File: config.mk
export PLATFORM = sky130hd
export DESIGN_NAME = minute_second_countdown_timer
export DESIGN_NICKNAME = d
export VERILOG_FILES = /design/src/mss_pkg.sv /design/src/minute_second_countdown_timer.sv /design/src/mss_next.sv
export SDC_FILE = /design/constraint.sdc
export NUM_CORES = 1
export LEC_CHECK = 0
export BUFFER_PORTS_ARGS = -buffer_cell sky130_fd_sc_hd__buf_2
export CORE_MARGIN = 2
export CORE_UTILIZATION = 49
export DETAILED_ROUTE_END_ITERATION = 7
export PLACE_DENSITY_LB_ADDON = 0.08
export SETUP_SLACK_MARGIN = 0.4
export SKIP_LAST_GASP = 1
export SYNTH_ARGS = -nofsm -noshare
export SYNTH_HDL_FRONTEND = slang
export SYNTH_SLANG_ARGS = --single-unit
File: constraint.sdc
create_clock -name clk -period 6.25 [get_ports clk]
set_clock_uncertainty 0.15 [all_clocks]
set_input_delay 0.625 -clock clk [delete_from_list [all_inputs] [get_ports clk]]
set_output_delay 0.625 -clock clk [all_outputs]
set_load 0.005 [all_outputs]
File: src/mss_pkg.sv
package mss_pkg;

	localparam int unsigned MinutesW   = 7;
	localparam int unsigned SecondsW   = 6;
	localparam int unsigned DeltaW     = 8;
	localparam int unsigned FuncW      = 3;

	localparam logic [MinutesW-1:0] MaxMinutes = 7'd99;
	localparam logic [SecondsW-1:0] MaxSeconds = 6'd59;

	typedef enum logic [1:0] {
		MODE_PAUSED   = 2'd0,
		MODE_STARTING = 2'd1,
		MODE_RUNNING  = 2'd2
	} mode_t;

	typedef enum logic [FuncW-1:0] {
		FN_TICK       = 3'd0,
		FN_START      = 3'd1,
		FN_PAUSE      = 3'd2,
		FN_ADJ_SEC    = 3'd3,
		FN_ADJ_MIN    = 3'd4,
		FN_SET_TIME   = 3'd5
	} func_t;

	typedef struct packed {
		logic [MinutesW-1:0] minutes;
		logic [SecondsW-1:0] seconds;
		mode_t               mode;
	} tmr_state_t;

endpackage

File: src/minute_second_countdown_timer.sv
// Minutes:seconds countdown timer, one event per input beat.
// Input channel: in_valid/in_stall with func, delta, set_minutes, set_seconds.
// Output channel: out_valid/out_stall with completed, minutes_now,
// seconds_now and run_state; every input beat yields exactly one output beat.
// Path: an accepted beat enters the input register and then moves into the
// result register, where out_valid rises; the move waits while out_stall
// holds a result. Throughput: one beat per cycle unless out_stall holds a
// result; the event logic between the two registers is a single pass, and
// the timer state updates when the beat moves into the result register.
// Stall: while out_stall holds a waiting result, the input register keeps one
// more beat and in_stall rises only once both registers are full.
// Reset (arst_n low): both registers empty, time 0:00, run state paused.
module minute_second_countdown_timer
	import mss_pkg::*;
(
	input  logic                       clk,
	input  logic                       arst_n,
	input  logic                       in_valid,
	output logic                       in_stall,
	input  logic [FuncW-1:0]           func,
	input  logic signed [DeltaW-1:0]   delta,
	input  logic [MinutesW-1:0]        set_minutes,
	input  logic [SecondsW-1:0]        set_seconds,
	output logic                       out_valid,
	input  logic                       out_stall,
	output logic                       completed,
	output logic [MinutesW-1:0]        minutes_now,
	output logic [SecondsW-1:0]        seconds_now,
	output logic [1:0]                 run_state
);

	logic                      valid_s1;
	logic [FuncW-1:0]          func_s1;
	logic signed [DeltaW-1:0]  delta_s1;
	logic [MinutesW-1:0]       setm_s1;
	logic [SecondsW-1:0]       sets_s1;

	logic                      valid_s2;
	logic                      done_s2;
	tmr_state_t                res_s2;

	tmr_state_t                state_q;
	tmr_state_t                state_nxt;
	logic                      done_nxt;
	logic                      advance;

	assign advance  = valid_s1 && (!valid_s2 || !out_stall);
	assign in_stall = valid_s1 && !advance;

	mss_next u_next (
		.cur         (state_q),
		.func        (func_s1),
		.delta       (delta_s1),
		.set_minutes (setm_s1),
		.set_seconds (sets_s1),
		.nxt         (state_nxt),
		.done        (done_nxt)
	);

	always_ff @(posedge clk or negedge arst_n) begin
		if (!arst_n) begin
			valid_s1 <= 1'b0;
		end else if (!in_stall) begin
			valid_s1 <= in_valid;
		end
	end

	always_ff @(posedge clk) begin
		if (in_valid && !in_stall) begin
			func_s1  <= func;
			delta_s1 <= delta;
			setm_s1  <= set_minutes;
			sets_s1  <= set_seconds;
		end
	end

	always_ff @(posedge clk or negedge arst_n) begin
		if (!arst_n) begin
			valid_s2 <= 1'b0;
			state_q  <= '{minutes: '0, seconds: '0, mode: MODE_PAUSED};
		end else if (advance) begin
			valid_s2 <= 1'b1;
			state_q  <= state_nxt;
		end else if (!out_stall) begin
			valid_s2 <= 1'b0;
		end
	end

	always_ff @(posedge clk) begin
		if (advance) begin
			res_s2  <= state_nxt;
			done_s2 <= done_nxt;
		end
	end

	assign out_valid   = valid_s2;
	assign completed   = done_s2;
	assign minutes_now = res_s2.minutes;
	assign seconds_now = res_s2.seconds;
	assign run_state   = res_s2.mode;

	// a completion beat always shows a paused timer at 0:00
	a_done_zero: assert property (@(posedge clk) disable iff (!arst_n)
		out_valid && completed |-> minutes_now == '0 && seconds_now == '0
			&& run_state == MODE_PAUSED)
		else $error("completion beat without paused 0:00");

	a_range: assert property (@(posedge clk) disable iff (!arst_n)
		state_q.minutes <= MaxMinutes && state_q.seconds <= MaxSeconds)
		else $error("timer state out of range");

	// the input side backs up only behind a held result
	a_stall_cause: assert property (@(posedge clk) disable iff (!arst_n)
		in_stall |-> valid_s1 && out_valid && out_stall)
		else $error("input stalled without a held result");

	a_state_hold: assert property (@(posedge clk) disable iff (!arst_n)
		!advance |=> $stable(state_q))
		else $error("timer state moved without a beat");

endmodule

File: src/mss_next.sv
module mss_next
	import mss_pkg::*;
(
	input  tmr_state_t                 cur,
	input  logic [FuncW-1:0]           func,
	input  logic signed [DeltaW-1:0]   delta,
	input  logic [MinutesW-1:0]        set_minutes,
	input  logic [SecondsW-1:0]        set_seconds,
	output tmr_state_t                 nxt,
	output logic                       done
);

	logic signed [8:0] sec_sum;
	logic signed [8:0] sec_fold;
	logic signed [8:0] carry;
	logic signed [8:0] min_dm;
	logic signed [8:0] min_sum;
	logic [MinutesW-1:0] min_adj;
	logic paused;
	logic active;

	assign paused = (cur.mode == MODE_PAUSED);
	assign active = (cur.mode == MODE_STARTING) || (cur.mode == MODE_RUNNING);

	// fold seconds + delta into 0..59, carry spans -3..3
	assign sec_sum = $signed({3'b000, cur.seconds}) + $signed({delta[DeltaW-1], delta});

	always_comb begin
		if (sec_sum >= 9'sd180) begin
			carry    = 9'sd3;
			sec_fold = sec_sum - 9'sd180;
		end else if (sec_sum >= 9'sd120) begin
			carry    = 9'sd2;
			sec_fold = sec_sum - 9'sd120;
		end else if (sec_sum >= 9'sd60) begin
			carry    = 9'sd1;
			sec_fold = sec_sum - 9'sd60;
		end else if (sec_sum >= 9'sd0) begin
			carry    = 9'sd0;
			sec_fold = sec_sum;
		end else if (sec_sum >= -9'sd60) begin
			carry    = -9'sd1;
			sec_fold = sec_sum + 9'sd60;
		end else if (sec_sum >= -9'sd120) begin
			carry    = -9'sd2;
			sec_fold = sec_sum + 9'sd120;
		end else begin
			carry    = -9'sd3;
			sec_fold = sec_sum + 9'sd180;
		end
	end

	// saturate at 99, drop a change that goes negative
	assign min_dm  = (func == FN_ADJ_SEC) ? carry : $signed({delta[DeltaW-1], delta});
	assign min_sum = $signed({2'b00, cur.minutes}) + min_dm;

	always_comb begin
		if (min_sum > $signed({2'b00, MaxMinutes}))
			min_adj = MaxMinutes;
		else if (min_sum >= 9'sd0)
			min_adj = min_sum[MinutesW-1:0];
		else
			min_adj = cur.minutes;
	end

	always_comb begin
		nxt  = cur;
		done = 1'b0;
		unique case (func)
			FN_TICK: begin
				if (cur.mode == MODE_STARTING) begin
					nxt.mode = MODE_RUNNING;
				end else if (cur.mode == MODE_RUNNING) begin
					if (cur.minutes == '0 && cur.seconds <= 6'd1) begin
						nxt.minutes = '0;
						nxt.seconds = '0;
						nxt.mode    = MODE_PAUSED;
						done        = 1'b1;
					end else if (cur.seconds == '0) begin
						nxt.minutes = cur.minutes - 7'd1;
						nxt.seconds = MaxSeconds;
					end else begin
						nxt.seconds = cur.seconds - 6'd1;
					end
				end
			end
			FN_START: begin
				if (paused)
					nxt.mode = MODE_STARTING;
			end
			FN_PAUSE: begin
				if (active)
					nxt.mode = MODE_PAUSED;
			end
			FN_ADJ_SEC: begin
				if (paused) begin
					nxt.seconds = sec_fold[SecondsW-1:0];
					nxt.minutes = min_adj;
				end
			end
			FN_ADJ_MIN: begin
				if (paused)
					nxt.minutes = min_adj;
			end
			FN_SET_TIME: begin
				if (active)
					nxt.mode = MODE_PAUSED;
				nxt.minutes = (set_minutes > MaxMinutes) ? MaxMinutes : set_minutes;
				nxt.seconds = (set_seconds > MaxSeconds) ? MaxSeconds : set_seconds;
			end
			default: begin
				nxt = cur;
			end
		endcase
	end

endmodule
# [Word-level counts from Yosys, hierarchy flattened]
# Cells that the tools add are included.
[totals] n_memories=0 wordCells=94 latch_bits=0 register_bits=57 mem_bits_ro=0 input_bits=28 ram_bits=0 output_inout_bits=18
[classes] n_div=0 magnitude_cmp=11 multipliers=0 n_mux=34 n_reduce_logical=16 n_eq_ne=8 shift=0 bitwise=2 n_addsub=10
[ops] operator="$mux 9" n=6
[ops] operator="$mux 6" n=8
[ops] operator="$mux 13" n=3
[ops] operator="$mux 7" n=5
[ops] operator="$pmux 7 s4" n=1
[ops] operator="$ge 9x1->1 const B" n=2
[ops] operator="$ge 9x7->1 const B" n=2
[ops] operator="$ge 9x8->1 const B" n=2
[ops] operator="$pmux 6 s3" n=1
[ops] operator="$mux 15" n=1
[ops] operator="$mux 2" n=5
[ops] operator="$add 7x8->9" n=1
[ops] operator="$add 8x9->9" n=1
[ops] operator="$ge 9x9->1 const B" n=1
[ops] operator="$gt 9x8->1 const B" n=1
[ops] operator="$gt 7x7->1 const B" n=1
[ops] operator="$logic_not 7->1" n=1
[ops] operator="$sub 7x1->7 const B" n=1
[ops] operator="$add 6x3->6 const B" n=1
[ops] operator="$add 6x4->6 const B" n=1
[ops] operator="$add 6x5->6 const B" n=1
[ops] operator="$eq 3x2->1 const B" n=2
[ops] operator="$eq 3x3->1 const B" n=2
[ops] operator="$gt 6x6->1 const B" n=1
[ops] operator="other kinds (20)" n=30

# [Depth between registers and ports, before layout]
# Gate-level depths: netlist (run 1).
[logic_depth] ltp_word=15 depth_mapped=27 mapped_depth_nobuf=25

# [By module]
# A second synthesis (run 1) with hierarchy kept.
[hier_totals] hier_cells=452 area_unflattened_um2=4370.4
[by_module_without_submodules] mod="mss_next" cells_each=373 area_each_um2=2472.4 seq_area_each_um2=0.0 instances=1
[by_module_without_submodules] mod="minute_second_countdown_timer" cells_each=79 area_each_um2=1898.1 seq_area_each_um2=1626.6 instances=1

# [Worst setup path before layout (run 1)]
# OpenSTA, ideal clock, no wires.
[synth_path] path_kind="register -> register" start="reg state_q[2] (netlist name)" end="reg res_s2, in the netlist minutes_now[5] (data pin)" stages_incl_launch_ff=27 required_ns=5.825 path_buffers=1 synth_period_minus_slack_ns=5.352 setup_ns=0.275 t_arrival_ns=4.927 path_slack_ns=0.898 path_cell_list="dfrtp_1 ha_1 fa_1 nand3_2 a21oi_1 or2_1 buf_6 inv_1 ha_1 nand2_1 o31ai_1 a31oi_1 a21oi_1 a221oi_2 o21ai_0 ha_1 inv_1 fa_1 nor2b_1 o21ai_0 a21boi_0 nor2_1 or3_1 a31oi_1 nor4b_1 o21ai_0 a21boi_0"
[synth_rtl] element="start, declared" line_no="minute_second_countdown_timer.sv:42" rtl="tmr_state_t state_q;"
[synth_rtl] element="start signal, assigned" line_no="minute_second_countdown_timer.sv:80" rtl="state_q <= '{minutes: '0, seconds: '0, mode: MODE_PAUSED};"
[synth_rtl] element="start signal, assigned" line_no="minute_second_countdown_timer.sv:83" rtl="state_q <= state_nxt;"
[synth_rtl] element="end signal, assigned" line_no="minute_second_countdown_timer.sv:91" rtl="res_s2 <= state_nxt;"
[synth_rtl] element="end, declared" line_no="minute_second_countdown_timer.sv:40" rtl="tmr_state_t res_s2;"

==> run summary, run 1 <==
The run finished with clean final reports. The logs give 50.7% for the starting utilization of the core area and 481 for the gate count of the mapped netlist. The number of flops mapped to enable cells by yosys was 40. In this run the critical register-to-register path is launched from state_q[2]. The first TritonRoute pass finished after 7 iterations. The tools report the antenna violation net count after detailed routing as 0. Cells with a size suffix above 1 make up 20.3% of the layout. In the synthesized netlist the async set-or-reset flop fraction comes to 29.8%. The total I/O pin count came out at 46.

The maximum root-to-sink buffer count came out at 2. The post-route fraction of the period consumed by the critical path is 89.0%, and the net count after synthesis is 538. The total overflow left after global routing is 0.

The first global-routing pass estimated 19.1 mm of wire. For this run, design rule violations remaining after detail routing come to 0. The worst setup path is launched from a flip-flop. Hold timing on the final database bottoms out at a slack of 60.5 ps.

Setup TNS: 0 ps. TritonCTS built the clock tree. The run gives 9 as the number of clock buffers inserted by TritonCTS. The tools report the kind of capture point of the worst setup path as a flip-flop.

STA puts the critical path data arrival time at 5480 ps. Before CTS, the worst setup slack after placement is 129 ps. The run gives 0 as the number of antenna violations at the first check in global routing. Measured against the total synthesized area, the mux share comes to 0.990%. Using the TritonRoute via totals, the vias-per-cell ratio works out to 6.28. Clock latency on the worst-skew pair, taken at its later pin, is 350 ps.

The width of the die was 99.0 um. Setup repair after global routing left no endpoint under its margin. The final critical path time including I/O delays and setup was 5560 ps. The worst hold path belongs to the class input pin to asynchronous set/reset pin. The run gives 3742 as the via count of the first global-routing pass. The Yosys warning count came out at 0.

Max-cap violations in this run came to 0. The worst pin sits at a relative slew slack of 31.1%. Register bit total from synthesis: 57.

Setup slack on the critical path of the routed design comes to 690 ps. The worst setup path is of the flip-flop to flip-flop kind. The run gives 180 MHz as the achievable frequency. The power per unit of standard cell area is 438 mW/mm2.

Commonest register cell after synthesis: sky130_fd_sc_hd__edfxtp_1. The average wire per standard cell works out to 18.9 um. The area fraction in compound gates after synthesis was 26.7%. The worst register-to-register path has a depth of 25.

The detailed-placement wirelength estimate is 8.95 mm, and the XOR/XNOR share of the synthesized area is 3.20%. The number of clock sinks seen by CTS is 57. Dominant combinational cell family by area after synthesis: compound AO/OA/AOI/OAI gates. The arithmetic-cell share of the synthesized area counting full adders, half adders and majority gates works out to 8.55%. The total count of hold-check failures in the final report is 0, and the final layout net count is 580. The part of the Yosys area used for sequential elements was 36.8%; the critical-path maximum fanout was 10.

The largest net degree at the start of global routing is 25. The area of the die was 0.00980 mm2. The number of cells in the design after placement is 618. Routability-driven placement finished with a final weighted congestion of 0.979. Setup violations remaining at the end of the flow were counted as 0. Number of rows created at floorplan: 34. Port buffering added 45 buffers. The routed design has 12.0 mm of wire. The critical path starts at state_q[2]. The number of antenna diodes is 0. Leaving out fill and tap cells, the most frequent cells in the layout are sky130_fd_sc_hd__nand2_1, sky130_fd_sc_hd__buf_2, sky130_fd_sc_hd__edfxtp_1, sky130_fd_sc_hd__a21oi_1, sky130_fd_sc_hd__nor2_1. Leaving out fill and tap cells, the most frequent cell in the layout is sky130_fd_sc_hd__nand2_1.

The required time at the worst-slack endpoint is 6170 ps. Clock tree synthesis selected as its root buffer the cell sky130_fd_sc_hd__clkbuf_8. From synthesis to final layout, the design area changed by 13.6%. The logs give 636 for the number of cells in the finished layout apart from fillers and 0.00872 mm2 for the core area. The max-slew violation total from the final report was 0. For this block, the via count after detailed routing is 3997. Simple-gate area share of the yosys netlist: 18.8%.

The clock transition at the register clock pins on the worst setup and hold paths after CTS works out to 70 ps. Die height: 99.0 um. The netlist area before placement is 0.00442 mm2, and the mean instance size in the synthesized netlist is 9.19 um2.

The global-route usage over all layers was 25.1%; the static leakage was 2.06 nW. The measured slew at the worst slew-check pin came out at 1030 ps. The worst-case vdd ir drop came out at 161 uV.

After the first detailed-routing iteration, the DRC count stood at 324. The number of different library cells used by synthesis comes to 80. Maximum level of the CTS H-tree: 3.
-- logic make-up after synthesis --
group / count (synthesis)
compound gates: 168
xor+xnor: 14
fa+ha+maj: 29
buf+inv: 46
flops: 57
mux: 4
simple gates: 163
-- worst max-delay path: stages, from the launching register on --
cell and delay (ps):
sky130_fd_sc_hd__dfrtp_2 460, sky130_fd_sc_hd__ha_1 230, sky130_fd_sc_hd__fa_1 440, sky130_fd_sc_hd__nand3_2 120, sky130_fd_sc_hd__and3_4 210, sky130_fd_sc_hd__or2_4 200
sky130_fd_sc_hd__inv_1 110, sky130_fd_sc_hd__ha_1 250, sky130_fd_sc_hd__nand2_1 90, sky130_fd_sc_hd__o31ai_1 80, sky130_fd_sc_hd__a31oi_2 270, sky130_fd_sc_hd__a21oi_2 100
sky130_fd_sc_hd__a221oi_2 310, sky130_fd_sc_hd__o21ai_1 110, sky130_fd_sc_hd__ha_1 230, sky130_fd_sc_hd__inv_1 70, sky130_fd_sc_hd__fa_1 200, sky130_fd_sc_hd__nor2b_1 60
sky130_fd_sc_hd__o21ai_1 180, sky130_fd_sc_hd__nor3b_1 220, sky130_fd_sc_hd__nor2_1 80, sky130_fd_sc_hd__or3_1 350, sky130_fd_sc_hd__a31oi_4 220, sky130_fd_sc_hd__nor4b_1 240
sky130_fd_sc_hd__o21ai_0 150, sky130_fd_sc_hd__a21boi_0 150
-- registers in the layout, summed over array words and instances (netlist names) --
register     flops
state_q         15
delta_s1         8
out_valid        1
func_s1          3
minutes_now      7
run_state        2
setm_s1          7
completed        1
valid_s1         1
sets_s1          6
seconds_now      6
-- stage by stage --
stage	cell area [um2]	utilization, %	power, mW
4_1_cts	4960	56.9	2.13
3_5_place_dp	4700	53.9	1.67
6_report	5020	57.6	2.20
5_1_grt	5020	57.6	2.34
2_1_floorplan	4420	-	1.40
3_3_place_gp	4700	53.9	1.67
-- area by class of cell --
cell class / count / area (um2)
fillers: 774 / 3700
multi-input cells: 378 / 2630
flip-flops and latches: 57 / 1630
repair buffers: 53 / 285
clock buffers: 12 / 155
well taps: 108 / 135
clock inverters: 4 / 98.8
inverters: 24 / 90.1
-- synthesized netlist by cell type (all sizes together), types with 8 or more instances --
cell	number	area share, %
nand2	48	4.1
edfxtp	40	27
a21oi	39	4.5
nor2	36	3.1
o21ai	33	3.7
ha	27	7.6
inv	24	2.0
dfrtp	17	9.6
nor3	15	1.9
clkbuf	14	1.6
nand3	13	1.6
a31oi	12	1.7
a21o	10	1.7
xnor2	10	2.4
o31ai	9	1.6
and2	8	1.2
buf	8	1.3
-- power by group --
part | switching [mW] | internal (mW)
combinational | 0.697 | 0.478
sequential | 0.0954 | 0.484
clock | 0.160 | 0.288
-- routing by layer --
| metal | global-route usage [%] | vias up | routed length (um) |
|---|---|---|---|
| met1 | 36.8 | 1874 | 5610 |
| met2 | 36.3 | 197 | 5100 |
| met5 | 0 | - | 0 |
| met3 | 6.17 | 25 | 1050 |
| met4 | 8.43 | 0 | 252 |
| li1 | - | 1901 | - |
-- worst paths after layout --
| path | end | slack (ps) |
|---|---|---|
| min | state_q[5] | 60 |
| max reg2reg | minutes_now[5] | 690 |
| min reg2reg | out_valid | 340 |
| max | minutes_now[5] | 690 |
| min in group clk | setm_s1[2] | 300 |
| max in group asynchronous | state_q[3] | 5550 |
-- what timing repair did --
item	CTS	global route
setup endpoints to repair	12	14
pin swaps	0	3
resized for setup	3	15
buffers inserted	0	2
hold buffers	0	0
(Power assumes the default switching activity.)
==> inputs of run 2 (changes only) <==
--- a/config.mk
+++ b/config.mk
@@ -5,10 +5,10 @@
 export SDC_FILE = /design/constraint.sdc
 export NUM_CORES = 1
 export LEC_CHECK = 0
-export BUFFER_PORTS_ARGS = -buffer_cell sky130_fd_sc_hd__buf_2
 export CORE_MARGIN = 2
 export CORE_UTILIZATION = 49
 export DETAILED_ROUTE_END_ITERATION = 7
+export DONT_BUFFER_PORTS = 1
 export PLACE_DENSITY_LB_ADDON = 0.08
 export SETUP_SLACK_MARGIN = 0.4
 export SKIP_LAST_GASP = 1
==> run 2 against run 1 <==
  * Global-route usage is 0.18 points lower
  * Register-to-register slack hardly changed
  * Clock power is 30% lower
  * Critical path type unchanged
  * Largest cell class unchanged
==> run summary, run 2 (same netlist as run 1, synthesis figures left out) <==
The first global-routing pass estimated 19.1 mm of wire. For this design the top-level I/O count stands at 46. The clock transition at the register clock pins on the worst setup and hold paths after CTS works out to 70 ps. The flow ran to the end, and the final reports show no timing, DRC or antenna violations. The signed area change from the synthesized netlist to the final layout is 7.64%. Detailed placement finished with a half-perimeter wire length of 8.89 mm. Entering global routing, the biggest net connects 25 pins.

Data arrives at the worst endpoint at 5470 ps. The final layout net count is 539. In the final layout, the share of cells above drive strength 1 is 12.7%. The worst register-to-register path ends at minutes_now[5]. The analysis attributes to cell leakage a power of 1.86 nW.

For this block, the routed nets add up to 11.9 mm of wire. The worst-case vdd ir drop came out at 207 uV. The critical-path maximum fanout was 7; the average wire per standard cell was 20.1 um.

The kind of capture point of the worst setup path was a flip-flop. Once placement completed, the tool counted placed cells totaling 574. The run gives 6150 ps as the required time at the worst-slack endpoint. Violation count after the first detailed-route iteration: 390.

Dividing the final minimum period by the clock period gives 89.2%. Static timing analysis puts the maximum clock frequency at 179 MHz. For this run, the share of the core covered by cells in the final layout is 54.6%. The run gives 9 as the number of clock buffers inserted by TritonCTS. The library cell used most frequently in the layout, excluding fill and tap cells, is sky130_fd_sc_hd__nand2_1. The tools report the sequential cell area as 0.00163 mm2.

The design draws 2.07 mW. The cell at the root of the clock tree is sky130_fd_sc_hd__clkbuf_8. The vias after detailed routing is 3882. Counting flops per register, the top entry is state_q. TritonCTS built the clock tree.

The die covers 0.00980 mm2. The number of cells on the worst reg-to-reg path is 25. The instance count along the most critical hold path was 0; the number of clock sinks seen by CTS was 57. In the final routing, the length of wire on met1 measures 5.83 mm. The via count of the first global-routing pass was 3537; the remaining design rule violation count was 0. The floorplan step set the die width to 99.0 um.

The global-route usage over all layers was 24.9%; the starting utilization of the core area was 50.7%. The logs give 31.5% for the worst relative slew slack and 0 for the number of antenna violations at the first check in global routing. Setup TNS: 0 ps. The logs give 2 for the maximum root-to-sink buffer count and 0 for the global route total overflow. The area of the multi-input gates was 0.00263 mm2; the count of buffers from port buffering was 0.

The first TritonRoute pass finished after 5 iterations. After floorplanning, the core was divided into 34 placement rows. The final critical path time including I/O delays and setup was 5570 ps. The startpoint identified for the worst hold timing path is delta[5].

For the number of cells in the finished layout apart from fillers, the log shows 595. The vias per cell is 6.52, and the insertion delay to the later sink of the worst-skew pair is 340 ps. After detailed routing, the met2 layer carries 5.08 mm of wire. The routed length on met3 was 837 um; the core area was 0.00872 mm2. For the total of endpoints with negative setup slack in the final report, the log shows 0. In the layout the commonest cells are sky130_fd_sc_hd__nand2_1, sky130_fd_sc_hd__edfxtp_1, sky130_fd_sc_hd__a21oi_1, sky130_fd_sc_hd__nor2_1, sky130_fd_sc_hd__o21ai_0. Power spread over the standard cell area amounts to 434 mW/mm2.

The worst setup slack for register-to-register paths was 680 ps; the final weighted congestion in routability-driven placement was 0.959. Number of antenna diodes: 0. In the final layout, the registers with the most flip-flops are state_q x15, delta_s1 x8.

The class of the tightest hold or removal check is input pin to flip-flop. Antenna violation net count after detailed routing: 0. CTS built an H-tree with a depth of 3. The worst register-to-register path begins at state_q[2].

Critical path class: flip-flop to flip-flop. After filler insertion, the fill cell instance count of the layout stands at 787. Setup repair after global routing left no endpoint under its margin. At the pin with the least slew margin, the transition time is 1030 ps. STA classifies the critical path startpoint as a flip-flop. Max-slew violation total from the final report: 0. Max-cap violations in this run came to 0. For hold timing, the worst endpoint is delta_s1[5].

The die height is 99.0 um, and the total count of hold-check failures in the final report is 0. In this run the top signal layer used is met4. The register with the most flip-flops in the layout has 15 of them.
## run 2: changes by cell type in the layout (fill, tap and decap cells not counted), moves of 3 or more
cell | previous run | this run
sky130_fd_sc_hd__clkinvlp_4 | 0 | 4
sky130_fd_sc_hd__buf_2 | 45 | 0
sky130_fd_sc_hd__buf_4 | 8 | 11
sky130_fd_sc_hd__bufinv_16 | 3 | 0
## run 2: through the flow
stage | setup slack [ps] | area, um2 | hold WS [ps]
after floorplan | 898 | 4420 | 179
after global placement | 567 | 4480 | 180
after detailed placement | 382 | 4480 | 180
after CTS | 440 | 4680 | 218
after global routing | 367 | 4760 | 213
final | 678 | 4760 | 228
## run 2: report_power, final
group / internal, mW / switching (mW)
Clock: 0.154 / 0.158
Combinational: 0.474 / 0.696
Sequential: 0.485 / 0.0978
Total: 1.11 / 0.952
## run 2: metal layers
metal  track usage [%]  vias to the layer above
li1                  -                     1819
met1              38.9                     1854
met2              35.8                      185
met3              4.40                       24
met4              6.01                        0
met5                 0                        -
## run 2: how the worst max path moves through the flow
| stage | start | cells past startpoint | slack, ps | to |
|---|---|---|---|---|
| floorplan | state_q[2] | 26 | 900 | minutes_now[5] |
| global placement | state_q[2] | 25 | 570 | minutes_now[5] |
| detailed placement | state_q[2] | 25 | 380 | minutes_now[5] |
| CTS | state_q[2] | 25 | 440 | minutes_now[5] |
| global route | state_q[2] | 25 | 370 | minutes_now[5] |
| finish | state_q[2] | 25 | 680 | minutes_now[5] |
## run 2: cell type report
class / instances / area share (%)
clock inverter: 6 / 0.894
timing repair buffer: 12 / 1.95
multi-input combinational: 378 / 55.3
sequential: 57 / 34.2
inverter: 24 / 1.89
clock buffer: 10 / 2.89
tap: 108 / 2.84
## run 2: what timing repair did
| item | 4_1_cts | 5_1_grt |
|---|---|---|
| setup buffers | 0 | 4 |
| hold buffers | 1 | 0 |
| setup endpoints to repair | 1 | 14 |
| hold endpoints to repair | 17 | 0 |
| pin swaps | 0 | 4 |
| gates resized for setup | 1 | 14 |
## run 2: critical path, cell delays in order (launching register included)
cell and delay (ps):
sky130_fd_sc_hd__dfrtp_1 460, sky130_fd_sc_hd__ha_1 240, sky130_fd_sc_hd__fa_1 430, sky130_fd_sc_hd__nand3_2 110
sky130_fd_sc_hd__a21oi_1 120, sky130_fd_sc_hd__or2_1 260, sky130_fd_sc_hd__inv_1 130, sky130_fd_sc_hd__ha_1 220
sky130_fd_sc_hd__a21oi_1 80, sky130_fd_sc_hd__o31ai_1 80, sky130_fd_sc_hd__a31oi_1 140, sky130_fd_sc_hd__nor3_2 310
sky130_fd_sc_hd__a221oi_2 70, sky130_fd_sc_hd__o21ai_0 210, sky130_fd_sc_hd__ha_1 210, sky130_fd_sc_hd__inv_1 50
sky130_fd_sc_hd__fa_1 400, sky130_fd_sc_hd__nor2b_1 130, sky130_fd_sc_hd__o21ai_1 90, sky130_fd_sc_hd__a21boi_2 200
sky130_fd_sc_hd__nor2_1 90, sky130_fd_sc_hd__or3_1 360, sky130_fd_sc_hd__a31oi_4 220, sky130_fd_sc_hd__nor4b_2 240
sky130_fd_sc_hd__o21ai_0 150, sky130_fd_sc_hd__a21boi_0 140
==> inputs of run 3 (changes only) <==
--- a/config.mk
+++ b/config.mk
@@ -5,6 +5,7 @@
 export SDC_FILE = /design/constraint.sdc
 export NUM_CORES = 1
 export LEC_CHECK = 0
+export ABC_AREA = 1
 export CORE_MARGIN = 2
 export CORE_UTILIZATION = 49
 export DETAILED_ROUTE_END_ITERATION = 7
==> run 3 against run 2 <==
  * Wire length shrank 8.0%
  * Setup slack gained 210 ps
  * Hold slack gained 0.50 ps
  * Die area shrank 2.0%
  * Register-to-register slack gained 210 ps
  * Highest routed layer unchanged
  * Largest power group unchanged
  * Critical path depth grew 8
  * Design area shrank 1.6%
==> run summary, run 3 <==
The max-slew violation total from the final report came out at 0. The width of the die is 98.0 um. After global routing the overflow that remains totals 0. The run gives 9 as the number of clock buffers inserted by TritonCTS. The most critical setup path has its endpoint at minutes_now[5]. Among the stages of the critical path, the cell type that occurs most often is sky130_fd_sc_hd__nand2_1. The worst hold path belongs to the class input pin to flip-flop. Critical-path maximum fanout: 17. The part of the Yosys area used for sequential elements is 37.6%, and the count of distinct cell types in the synthesized netlist is 49.

For the worst-case vdd ir drop, the log shows 206 uV. The tools report the total count of hold-check failures in the final report as 0. TritonCTS built the clock tree. Across all layers, the routed design uses 3824 vias. Counting buffers and inverters, the worst setup path is 33 cells deep. In the final layout, the share of cells above drive strength 1 is 10.7%. For the remaining design rule violation count, the log shows 0. Clock-pin slew was measured on the worst setup and hold paths at 70 ps. Wire length of the first global-routing pass: 18.2 mm. After the last flow step, the layout net total stands at 614. Setup repair after global routing left no endpoint under its margin. The most instantiated library cell after synthesis is sky130_fd_sc_hd__nand2_1. The final critical path time including I/O delays and setup works out to 5360 ps.

The number of detailed-routing iterations run before antenna repair was 5; the number of cells on the worst reg-to-reg path was 33. The via count of the first global-routing pass is 3691. The area growth from synthesis to layout is 8.12%.

In the synthesized netlist the async set-or-reset flop fraction comes to 29.8%. In this run, synthesis inferred 40 flip-flops with an integrated enable. The final instance area is 0.00468 mm2, and the starting utilization of the core area is 50.1%. The critical path launch point type is a flip-flop. The run gives 46 as the total I/O pin count.

The detail route stage leaves a number of antenna-violating nets equal to 0. In the layout the commonest cells are sky130_fd_sc_hd__nand2_1, sky130_fd_sc_hd__inv_1, sky130_fd_sc_hd__edfxtp_1, sky130_fd_sc_hd__nor2_1, sky130_fd_sc_hd__a21oi_1. Among cell families on the critical path, the largest total delay comes from simple AND/OR/NAND/NOR gates. In this run the deepest clock path goes through 2 buffers. After floorplanning, the core was divided into 34 placement rows. At the end of routability-driven placement, the weighted congestion stood at 0.935. In this run the critical register-to-register path is launched from delta_s1[0].

The tool flagged a number of max-cap violations equal to 0. Setup violations remaining at the end of the flow were counted as 0. The floorplan step defined a die boundary enclosing 0.00961 mm2. In this run the power density over the cells is 475 mW/mm2. The count of buffers from port buffering came out at 0. The required time at the worst-slack endpoint is 6170 ps, and the detailed-route wire length is 11.0 mm.

Based on the critical path, the design can be clocked at up to 187 MHz. Across all register-to-register paths, the minimum setup slack is 890 ps. The top-area cell type share of the netlist area is 27.7%.

By area the synthesized netlist is led by sky130_fd_sc_hd__edfxtp_1, sky130_fd_sc_hd__nand2_1, sky130_fd_sc_hd__dfrtp_1. The register bit total from synthesis was 57; the largest net degree at the start of global routing was 25. The pre-CTS setup slack was 802 ps. CTS built an H-tree with a depth of 3. The flow ran to the end, and the final reports show no timing, DRC or antenna violations. The tools report the startpoint of the most critical setup path as delta_s1[0].

Critical path class: flip-flop to flip-flop. The final worst-path setup slack came out at 892 ps. The number of flip-flops under the largest register name works out to 15.

In this design, the stage delay of the slowest critical-path cell is 440 ps. In the synthesized netlist the dominant register cell turns out to be sky130_fd_sc_hd__edfxtp_1. The net count after synthesis came out at 606. Leaving out fill and tap cells, the most frequent cell in the layout is sky130_fd_sc_hd__nand2_1. For this run, the total global-route usage over all layers was measured as 23.6%. The post-route fraction of the period consumed by the critical path is 85.7%, and the static leakage is 2.15 nW. In the final timing run, aggregate negative setup slack is 0 ps.

Sorting the synthesized cells by how often they occur yields sky130_fd_sc_hd__nand2_1, sky130_fd_sc_hd__inv_1, sky130_fd_sc_hd__edfxtp_1. Detailed placement ended at an HPWL of 8.34 mm. More flip-flops sit in one register than any other, and that register is state_q. At the later pin of the worst-skew pair, clock insertion delay measures 340 ps. Of all cell types, the one taking the most synthesized area is sky130_fd_sc_hd__edfxtp_1. The cell sitting at the root of the clock tree is a sky130_fd_sc_hd__clkbuf_8. The number of antenna diodes is 0. In the final layout, the registers with the most flip-flops are state_q x15, delta_s1 x8. The mapped netlist covers 0.00433 mm2. The violation count after the first detailed-route iteration came out at 288. In the final routed layout, each cell accounts on average for 16.4 um.

The critical path arrival is 5280 ps, and the worst relative slew slack is 36.5%. The logs give 54.2% for the end-of-flow core utilization and 229 ps for the worst hold slack after final layout. For the number of antenna violations at the first check in global routing, the log shows 0.

The measured slew at the worst slew-check pin came out at 949 ps. Core area: 0.00864 mm2. The largest individual stage delay along the critical path comes from the cell sky130_fd_sc_hd__edfxtp_1. Synthesis handed over a netlist of 549 instances. The mean instance size in the synthesized netlist is 7.89 um2, and the Yosys warning count is 0. The capture instance of the worst register-to-register path was minutes_now[5]. The vias per cell is 5.71. STA classifies the critical path endpoint as a flip-flop.

The number of buffers and inverters on the critical path is 3. The clock drives 57 sinks. The die height was 98.0 um.

After detailed placement, the total cell area comes to 0.00445 mm2.
==> run 3: what timing repair did <==
action                                  4_1_cts  5_1_grt
gates resized for setup                       0        3
endpoints found under the setup margin        0       14
buffers inserted                              0        0
endpoints found under the hold margin        17        0
hold buffers                                  1        0
==> run 3: worst min path at each step <==
stage	from	endpoint	slack, ps	cells past startpoint
global route	set_minutes[1]	setm_s1[1]	220	0
global placement	arst_n	state_q[8]	180	0
finish	delta[7]	delta_s1[7]	230	0
CTS	delta[7]	delta_s1[7]	220	0
detailed placement	arst_n	state_q[13]	180	0
floorplan	arst_n	out_valid	180	0
==> run 3: layout make-up <==
| class | count | area (um2) |
|---|---|---|
| multi-input cells | 409 | 2390 |
| repair buffers | 2 | 17.5 |
| clock buffers | 11 | 131 |
| well taps | 108 | 135 |
| clock inverters | 5 | 81.3 |
| flip-flops and latches | 57 | 1630 |
| inverters | 78 | 297 |
| fillers | 840 | 3950 |
==> run 3: power by group <==
group          switching [mW]  internal (mW)
clock                   0.155          0.225
sequential             0.0980          0.498
combinational           0.833          0.416
total                    1.09           1.14
==> run 3: logic make-up after synthesis <==
group           after synthesis  share of synthesized area (%)
xor+xnor                     13                           2.80
simple gates                246                           26.4
fa+ha+maj                    29                           8.73
buf+inv                      83                           7.45
compound gates              121                           17.1
flops                        57                           37.6
==> run 3: metal layers <==
| layer | track usage (%) | vias to the layer above | part of all wire [%] |
|---|---|---|---|
| met3 | 4.37 | 12 | 6.3 |
| met2 | 36.9 | 130 | 45 |
| met1 | 33.8 | 1800 | 47 |
| li1 | - | 1882 | - |
| met4 | 6.52 | 0 | 1.2 |
| met5 | 0 | - | 0 |
==> run 3: stage by stage <==
step / cells / total power, mW
after floorplan: 549 / 1.52
after global routing: 670 / 2.42
after detailed placement: 653 / 1.80
after CTS: 670 / 2.20
final: 670 / 2.23
after global placement: 653 / 1.80
==> run 3: worst register-to-register path, delay by kind of cell, from the launching register on <==
family | cells | cell delay [ps]
buffers and inverters | 3 | 210
flip-flops | 1 | 440
adder cells (fa/ha/maj) | 5 | 1450
AND/OR/NAND/NOR | 16 | 1670
AO/OA/AOI/OAI | 9 | 1180
